### src/sv/tdd_pkg.sv
// ============================================================================
// tdd_pkg: shared types for the trial division divisor lister
// Holds the controller state encoding and the status bundle that the serial
// remainder unit reports back to the controller.
// ============================================================================
package tdd_pkg;

    // Controller states of one run.
    typedef enum logic [2:0] {
        ST_IDLE,
        ST_CHECK,
        ST_DIVIDE,
        ST_EMIT,
        ST_FINISH
    } state_t;

    // Status returned by the serial remainder unit.
    typedef struct packed {
        logic busy;
        logic done;
        logic zero;
    } rem_status_t;

endpackage

### src/sv/tdd_serial_rem.sv
// ============================================================================
// tdd_serial_rem: bit-serial remainder unit
// Restoring division that shifts in one dividend bit per cycle and reports
// whether the remainder is zero.
// ============================================================================
module tdd_serial_rem #(
    parameter int NUM_WIDTH = 16,
    parameter int CAND_WIDTH = 9
) (
    input  logic                    clk,
    input  logic                    rst_n,
    input  logic                    start,
    input  logic [NUM_WIDTH-1:0]    dividend,
    input  logic [CAND_WIDTH-1:0]   divisor,
    output tdd_pkg::rem_status_t    status
);

    localparam int CNT_W = $clog2(NUM_WIDTH + 1);

    logic                  busy_reg, busy_next;
    logic                  done_reg, done_next;
    logic [CNT_W-1:0]      cnt_reg, cnt_next;
    logic [NUM_WIDTH-1:0]  shift_reg, shift_next;
    logic [CAND_WIDTH-1:0] rem_reg, rem_next;
    logic [CAND_WIDTH-1:0] dsr_reg, dsr_next;
    logic [CAND_WIDTH:0]   trial;
    logic [CAND_WIDTH:0]   diff;

    // One restoring step: bring down the next dividend bit and subtract if it fits.
    assign trial = {rem_reg, shift_reg[NUM_WIDTH-1]};
    assign diff  = trial - {1'b0, dsr_reg};

    always_comb
    begin
        busy_next  = busy_reg;
        done_next  = 1'b0;
        cnt_next   = cnt_reg;
        shift_next = shift_reg;
        rem_next   = rem_reg;
        dsr_next   = dsr_reg;
        if (start)
        begin
            busy_next  = 1'b1;
            cnt_next   = CNT_W'(NUM_WIDTH);
            shift_next = dividend;
            rem_next   = '0;
            dsr_next   = divisor;
        end
        else if (busy_reg)
        begin
            shift_next = {shift_reg[NUM_WIDTH-2:0], 1'b0};
            if (trial >= {1'b0, dsr_reg})
            begin
                rem_next = diff[CAND_WIDTH-1:0];
            end
            else
            begin
                rem_next = trial[CAND_WIDTH-1:0];
            end
            cnt_next = cnt_reg - CNT_W'(1);
            if (cnt_reg == CNT_W'(1))
            begin
                busy_next = 1'b0;
                done_next = 1'b1;
            end
        end
    end

    // Control registers reset; the datapath needs none.
    always_ff @(posedge clk or negedge rst_n)
    begin
        if (!rst_n)
        begin
            busy_reg <= 1'b0;
            done_reg <= 1'b0;
            cnt_reg  <= '0;
        end
        else
        begin
            busy_reg <= busy_next;
            done_reg <= done_next;
            cnt_reg  <= cnt_next;
        end
    end

    always_ff @(posedge clk)
    begin
        shift_reg <= shift_next;
        rem_reg   <= rem_next;
        dsr_reg   <= dsr_next;
    end

    assign status.busy = busy_reg;
    assign status.done = done_reg;
    assign status.zero = (rem_reg == '0);

endmodule

### src/sv/trial_division_divisor_lister.sv
// ============================================================================
// trial_division_divisor_lister: lists the divisors of a number up to its root
// The factor 1 is held until the next divisor is found or the run ends.
// Each candidate is tested in the bit-serial remainder unit; a divisor then waits
// in the emit state until the output slot is free, so output stalls lengthen a run.
// One number is in work at a time; the next transfer waits for the idle state.
// Reset (asynchronous, active low) returns the block to idle with no result held.
// ============================================================================
module trial_division_divisor_lister #(
    parameter int NUM_WIDTH = 16
) (
    input  logic                 clk,
    input  logic                 rst_n,
    input  logic                 in_valid,
    output logic                 in_ready,
    input  logic [NUM_WIDTH-1:0] number,
    output logic                 out_valid,
    input  logic                 out_ready,
    output logic [7:0]           factor,
    output logic                 last
);

    localparam int CAND_WIDTH = (NUM_WIDTH + 1) / 2 + 1;
    localparam int SQ_WIDTH   = 2 * CAND_WIDTH;

    tdd_pkg::state_t       state_reg, state_next;
    tdd_pkg::rem_status_t  rem_status;

    logic [NUM_WIDTH-1:0]  num_reg, num_next;
    logic [CAND_WIDTH-1:0] cand_reg, cand_next;
    logic [SQ_WIDTH-1:0]   sq_reg, sq_next;
    logic [7:0]            pend_reg, pend_next;
    logic                  out_valid_reg, out_valid_next;
    logic [7:0]            factor_reg, factor_next;
    logic                  last_reg, last_next;

    logic                  in_xfer;
    logic                  slot_free;
    logic                  in_range;
    logic                  div_start;

    assign in_xfer   = in_valid && in_ready;
    assign slot_free = !out_valid_reg || out_ready;
    assign in_range  = (sq_reg <= {{(SQ_WIDTH-NUM_WIDTH){1'b0}}, num_reg});
    assign div_start = (state_reg == tdd_pkg::ST_CHECK) && in_range;

    // Serial remainder of the held number by the current candidate.
    tdd_serial_rem #(
        .NUM_WIDTH  (NUM_WIDTH),
        .CAND_WIDTH (CAND_WIDTH)
    ) u_rem (
        .clk      (clk),
        .rst_n    (rst_n),
        .start    (div_start),
        .dividend (num_reg),
        .divisor  (cand_reg),
        .status   (rem_status)
    );

    // Next state of the run controller.
    always_comb
    begin
        state_next = state_reg;
        unique case (state_reg)
            tdd_pkg::ST_IDLE:
            begin
                if (in_xfer)
                begin
                    state_next = tdd_pkg::ST_CHECK;
                end
            end
            tdd_pkg::ST_CHECK:
            begin
                state_next = in_range ? tdd_pkg::ST_DIVIDE : tdd_pkg::ST_FINISH;
            end
            tdd_pkg::ST_DIVIDE:
            begin
                if (rem_status.done)
                begin
                    state_next = rem_status.zero ? tdd_pkg::ST_EMIT : tdd_pkg::ST_CHECK;
                end
            end
            tdd_pkg::ST_EMIT:
            begin
                if (slot_free)
                begin
                    state_next = tdd_pkg::ST_CHECK;
                end
            end
            tdd_pkg::ST_FINISH:
            begin
                if (slot_free)
                begin
                    state_next = tdd_pkg::ST_IDLE;
                end
            end
            default:
            begin
                state_next = tdd_pkg::ST_IDLE;
            end
        endcase
    end

    // Datapath and output register updates for each state.
    always_comb
    begin
        in_ready       = (state_reg == tdd_pkg::ST_IDLE);
        num_next       = num_reg;
        cand_next      = cand_reg;
        sq_next        = sq_reg;
        pend_next      = pend_reg;
        out_valid_next = out_valid_reg && !out_ready;
        factor_next    = factor_reg;
        last_next      = last_reg;
        unique case (state_reg)
            tdd_pkg::ST_IDLE:
            begin
                if (in_xfer)
                begin
                    num_next  = number;
                    cand_next = CAND_WIDTH'(2);
                    sq_next   = SQ_WIDTH'(4);
                    pend_next = 8'd1;
                end
            end
            tdd_pkg::ST_DIVIDE:
            begin
                // A candidate that leaves a remainder is skipped at once.
                if (rem_status.done && !rem_status.zero)
                begin
                    cand_next = cand_reg + CAND_WIDTH'(1);
                    sq_next   = sq_reg + SQ_WIDTH'({cand_reg, 1'b1});
                end
            end
            tdd_pkg::ST_EMIT:
            begin
                // The held factor is not the last one; the new divisor takes its place.
                if (slot_free)
                begin
                    out_valid_next = 1'b1;
                    factor_next    = pend_reg;
                    last_next      = 1'b0;
                    pend_next      = 8'(cand_reg);
                    cand_next      = cand_reg + CAND_WIDTH'(1);
                    sq_next        = sq_reg + SQ_WIDTH'({cand_reg, 1'b1});
                end
            end
            tdd_pkg::ST_FINISH:
            begin
                if (slot_free)
                begin
                    out_valid_next = 1'b1;
                    factor_next    = pend_reg;
                    last_next      = 1'b1;
                end
            end
            default:
            begin
            end
        endcase
    end

    // Control state resets; payload registers do not.
    always_ff @(posedge clk or negedge rst_n)
    begin
        if (!rst_n)
        begin
            state_reg     <= tdd_pkg::ST_IDLE;
            out_valid_reg <= 1'b0;
        end
        else
        begin
            state_reg     <= state_next;
            out_valid_reg <= out_valid_next;
        end
    end

    always_ff @(posedge clk)
    begin
        num_reg    <= num_next;
        cand_reg   <= cand_next;
        sq_reg     <= sq_next;
        pend_reg   <= pend_next;
        factor_reg <= factor_next;
        last_reg   <= last_next;
    end

    assign out_valid = out_valid_reg;
    assign factor    = factor_reg;
    assign last      = last_reg;

    // The running square always matches the candidate during a run.
    a_square_tracks: assert property (@(posedge clk) disable iff (!rst_n)
        (state_reg != tdd_pkg::ST_IDLE) |->
            (sq_reg == (SQ_WIDTH'(cand_reg) * SQ_WIDTH'(cand_reg))))
        else $error("running square out of step with candidate");

    // A remainder is only started while the unit is free.
    a_start_free: assert property (@(posedge clk) disable iff (!rst_n)
        div_start |-> !rem_status.busy)
        else $error("remainder unit restarted while busy");

    // A remainder completes only while the controller waits for it.
    a_done_in_divide: assert property (@(posedge clk) disable iff (!rst_n)
        rem_status.done |-> (state_reg == tdd_pkg::ST_DIVIDE))
        else $error("remainder finished outside the divide state");

    // No result ever carries a zero factor.
    a_factor_nonzero: assert property (@(posedge clk) disable iff (!rst_n)
        out_valid_reg |-> (factor_reg != 8'd0))
        else $error("zero factor presented");

endmodule
### config.mk
export PLATFORM = sky130hd
export DESIGN_NAME = trial_division_divisor_lister
export DESIGN_NICKNAME = d
export VERILOG_FILES = /design/src/sv/tdd_pkg.sv /design/src/sv/tdd_serial_rem.sv /design/src/sv/trial_division_divisor_lister.sv
export SDC_FILE = /design/constraint.sdc
export NUM_CORES = 1
export LEC_CHECK = 0
export BUFFER_PORTS_ARGS = -buffer_cell sky130_fd_sc_hd__buf_2
export CAP_MARGIN = 20
export CORE_MARGIN = 4
export CORE_UTILIZATION = 31
export DETAILED_ROUTE_END_ITERATION = 10
export PLACE_DENSITY = 0.54
export SLEW_MARGIN = 0
export SYNTH_ARGS = -nofsm -noshare
export SYNTH_HDL_FRONTEND = slang
export SYNTH_SLANG_ARGS = --single-unit
export TNS_END_PERCENT = 5
### constraint.sdc
create_clock -name clk -period 3.4 [get_ports clk]
set_input_delay 0.34 -clock clk [delete_from_list [all_inputs] [get_ports clk]]
set_output_delay 0.34 -clock clk [all_outputs]
set_load 0.05 [all_outputs]
==> metrics.yaml <==
layout:
  final_area_sq_um: 6260
  regArea_sq_um: 3010
  largest_reg_flops: 18
  layout-drive-gt1-share: 0.163
  fillers: 1712
  nNetsFinal: 569
  area_growth_pct: 13.8
  finish.utilization: 0.360
  antennaDiodeCount: 0
  multi_input_area_sq_um: 2290
  final_cells: 740
synth:
  synth.top_cell.area_share: 0.464
  yosys.cell_count.top_type: "edfxtp_1"
  ys_seq_area_frac: 0.547
  synth_edf_count: 85
  synth_nets: 530
  netlist_top_cells_count: "85 x edfxtp_1, 46 x nor2_1, 37 x ha_1, 37 x inv_1, 26 x a21oi_1"
  ys_types: 52
  synth_ff_type: "edfxtp_1"
  yosys_warnings: 0
  synth_area_leaders: "edfxtp_1 46%, ha_1 8.4%, dfrtp_1 5.0%"
  synth.cell_area_sq_um: 5500
  synthArstFlopShare: 0.105
  synth_area_per_cell_sq_um: 11.7
  yosysTopAreaCell: "edfxtp_1"
  netlist_instances: 471
  synth_seq_cells: 105
sta:
  finalCritPeriodShare: 0.844
  post-route-min-period_ns: 2.87
  tns_ns: 0
  skew_ns: 0.00640
  rsz0062_at_grt: "false"
  hold_ws_ns: 0.159
  relSlewSlack: 0.408
  finalSetupViolCount: 0
  tightest_slew_ns: 0.887
  layout_setup_ws_ns: 0.529
  hold_violations: 0
  final_max_slew_viol_count: 0
  max_freq_mhz: 348
power:
  p_clk_frac: 0.176
  max-vdd-ir-drop_v: 0.000441
  sw_frac_of_total: 0.386
  p_leak_nw: 2.50
  switching_power_mw: 2.32
  p_comb_frac: 0.423
  power.total_mw: 6.00
  powerDensity_nw_per_um2: 960
  p_int_mw: 3.69
  p_seq_frac: 0.401
clocking:
  path_clk_slew_ns: 0.07
  clockBufferDepth: 2
  clock_latency_ns: 0.35
  cts_tree: "built"
  cts_root_buf: "clkbuf_16"
  cts_buffers: 9
  post_cts_buffers: 0
  cts.htree.levels: 3
  clock_sinks: 105
drt:
  drt_iter0_drc: 167
  wl_per_cell_um: 15.2
  vias: 3564
  wirelength_um: 11200
  avgViaCountPerCell: 4.82
  ant_nets: 0
  drcViolationCount: 0
  drtPass1Iterations: 5
floorplanning:
  row_count: 48
  fp.dieW_um: 141
  die-height_um: 141
  fp.dieArea_sq_um: 19900
  ioPinCount: 31
  core_sq_um: 17400
  start_util: 0.317
setup_path:
  timing.critical_path.to: "u_rem.shift_reg[9]"
  critical_path_depth: 8
  reg2reg_depth: 8
  criticalPathCategory: "flop to flop"
  path_max_fanout: 14
  critPathRequiredTime_ns: 3.51
  path_cells: "ha_1 > nand4_1 > nor4_4 > and4_1 > a31oi_2 > nor2b_4 > buf_4 > mux2_4"
  crit_slowest_cell: "edfxtp_1"
  slowest_delay_ns: 0.50
  r2r_end: "u_rem.shift_reg[9]"
  r2r-start: "sq_reg[10]"
  critPathTopFamily: "simple AND/OR/NAND/NOR gates"
  startpoint: "sq_reg[10]"
  crit_buf_inv: 1
  endpoint_kind: "flop"
  worstPathArrival_ns: 2.98
  rrSetupSlack_ns: 0.53
  start_kind: "flop"
placed_design:
  dp_slack_ns: 0.530
  hpwlAfterDp_um: 8230
  dpl.cell_count: 723
  gp_congestion: 0.785
  portBuffers: 30
  placed_cell_area_sq_um: 5940
status:
  status: "complete, no violations"
hold_path:
  hold_path.class: "input port to flop"
global_routing:
  grt_max_degree: 28
  grt_pass1_vias: 3640
  grt_pass1_wl_um: 18700
  gr-total-overflow: 0
  track_usage: 0.119
  antenna_found_initial: 0
job:
  maxCapViolations: 0
## cell families after synthesis
group                    count (synthesis)  synth area share
AO/OA/AOI/OAI                           85            0.0983
buffers and inverters                   50            0.0391
AND/OR/NAND/NOR                        147             0.137
XOR/XNOR                                21            0.0334
flip-flops                             105             0.547
adder cells (fa/ha/maj)                 39            0.0915
multiplexers                            24            0.0542
## how the worst min path moves through the flow
stage / depth (start not counted) / start / slack [ns] / end
floorplan: 0 / rst_n / 0.04 / out_valid
global placement: 1 / rst_n / 0.23 / u_rem.cnt_reg[0]
detailed placement: 1 / rst_n / 0.23 / u_rem.cnt_reg[1]
CTS: 1 / number[9] / 0.14 / num_reg[9]
global route: 1 / number[4] / 0.14 / num_reg[4]
finish: 1 / number[1] / 0.16 / num_reg[1]
## repair_timing
action	4_1_cts	5_1_grt
gates resized for setup	0	0
hold endpoints to repair	11	0
hold buffers	1	0
## cell usage in the layout, fill, tap and decap left out, drive strengths merged, types with 2 or more instances in the layout
cell type,netlist,final
nand4,5,5
nand3,8,8
and4,2,2
mux2,16,16
clkinv,0,3
a211oi,17,17
nand2,24,24
ha,37,37
dfrtp,11,11
clkbuf,9,9
a21oi,26,26
nor2,46,46
nand2b,12,12
nand3b,2,2
fa,2,2
nor4,2,2
nor3,11,11
a31oi,4,4
o21ai,21,21
nor3b,2,2
or3,9,9
clkinvlp,0,2
a211o,2,2
inv,37,38
or2,5,5
mux2i,8,8
edfxtp,85,85
and3,10,10
xor2,10,10
dfxtp,9,9
nor2b,6,6
o31ai,2,2
a31o,3,3
buf,4,40
and2,2,2
o21a,3,3
xnor2,11,11
## power by group through the flow
| stage | clock network (mW) | registers [mW] | logic [mW] |
|---|---|---|---|
| after floorplan | 0 | 2.38 | 1.95 |
| after global placement | 0 | 2.43 | 2.50 |
| after detailed placement | 0 | 2.44 | 2.54 |
| after CTS | 1.09 | 2.42 | 2.56 |
| after global routing | 1.15 | 2.48 | 2.88 |
| final | 1.06 | 2.41 | 2.54 |
## area by class of cell
| cell class | count | share of cell area |
|---|---|---|
| multi-input combinational | 316 | 0.366 |
| clock inverter | 7 | 0.0126 |
| clock buffer | 9 | 0.0360 |
| timing repair buffer | 41 | 0.0376 |
| inverter | 37 | 0.0222 |
| sequential | 105 | 0.481 |
| tap | 225 | 0.0450 |
## metal layers
layer  part of all wire  global-route usage
met2               0.49               0.199
met1               0.45               0.149
met5                  0                   0
met3              0.034              0.0336
met4              0.019              0.0362
No activity file was read; power rests on OpenSTA's default activity.
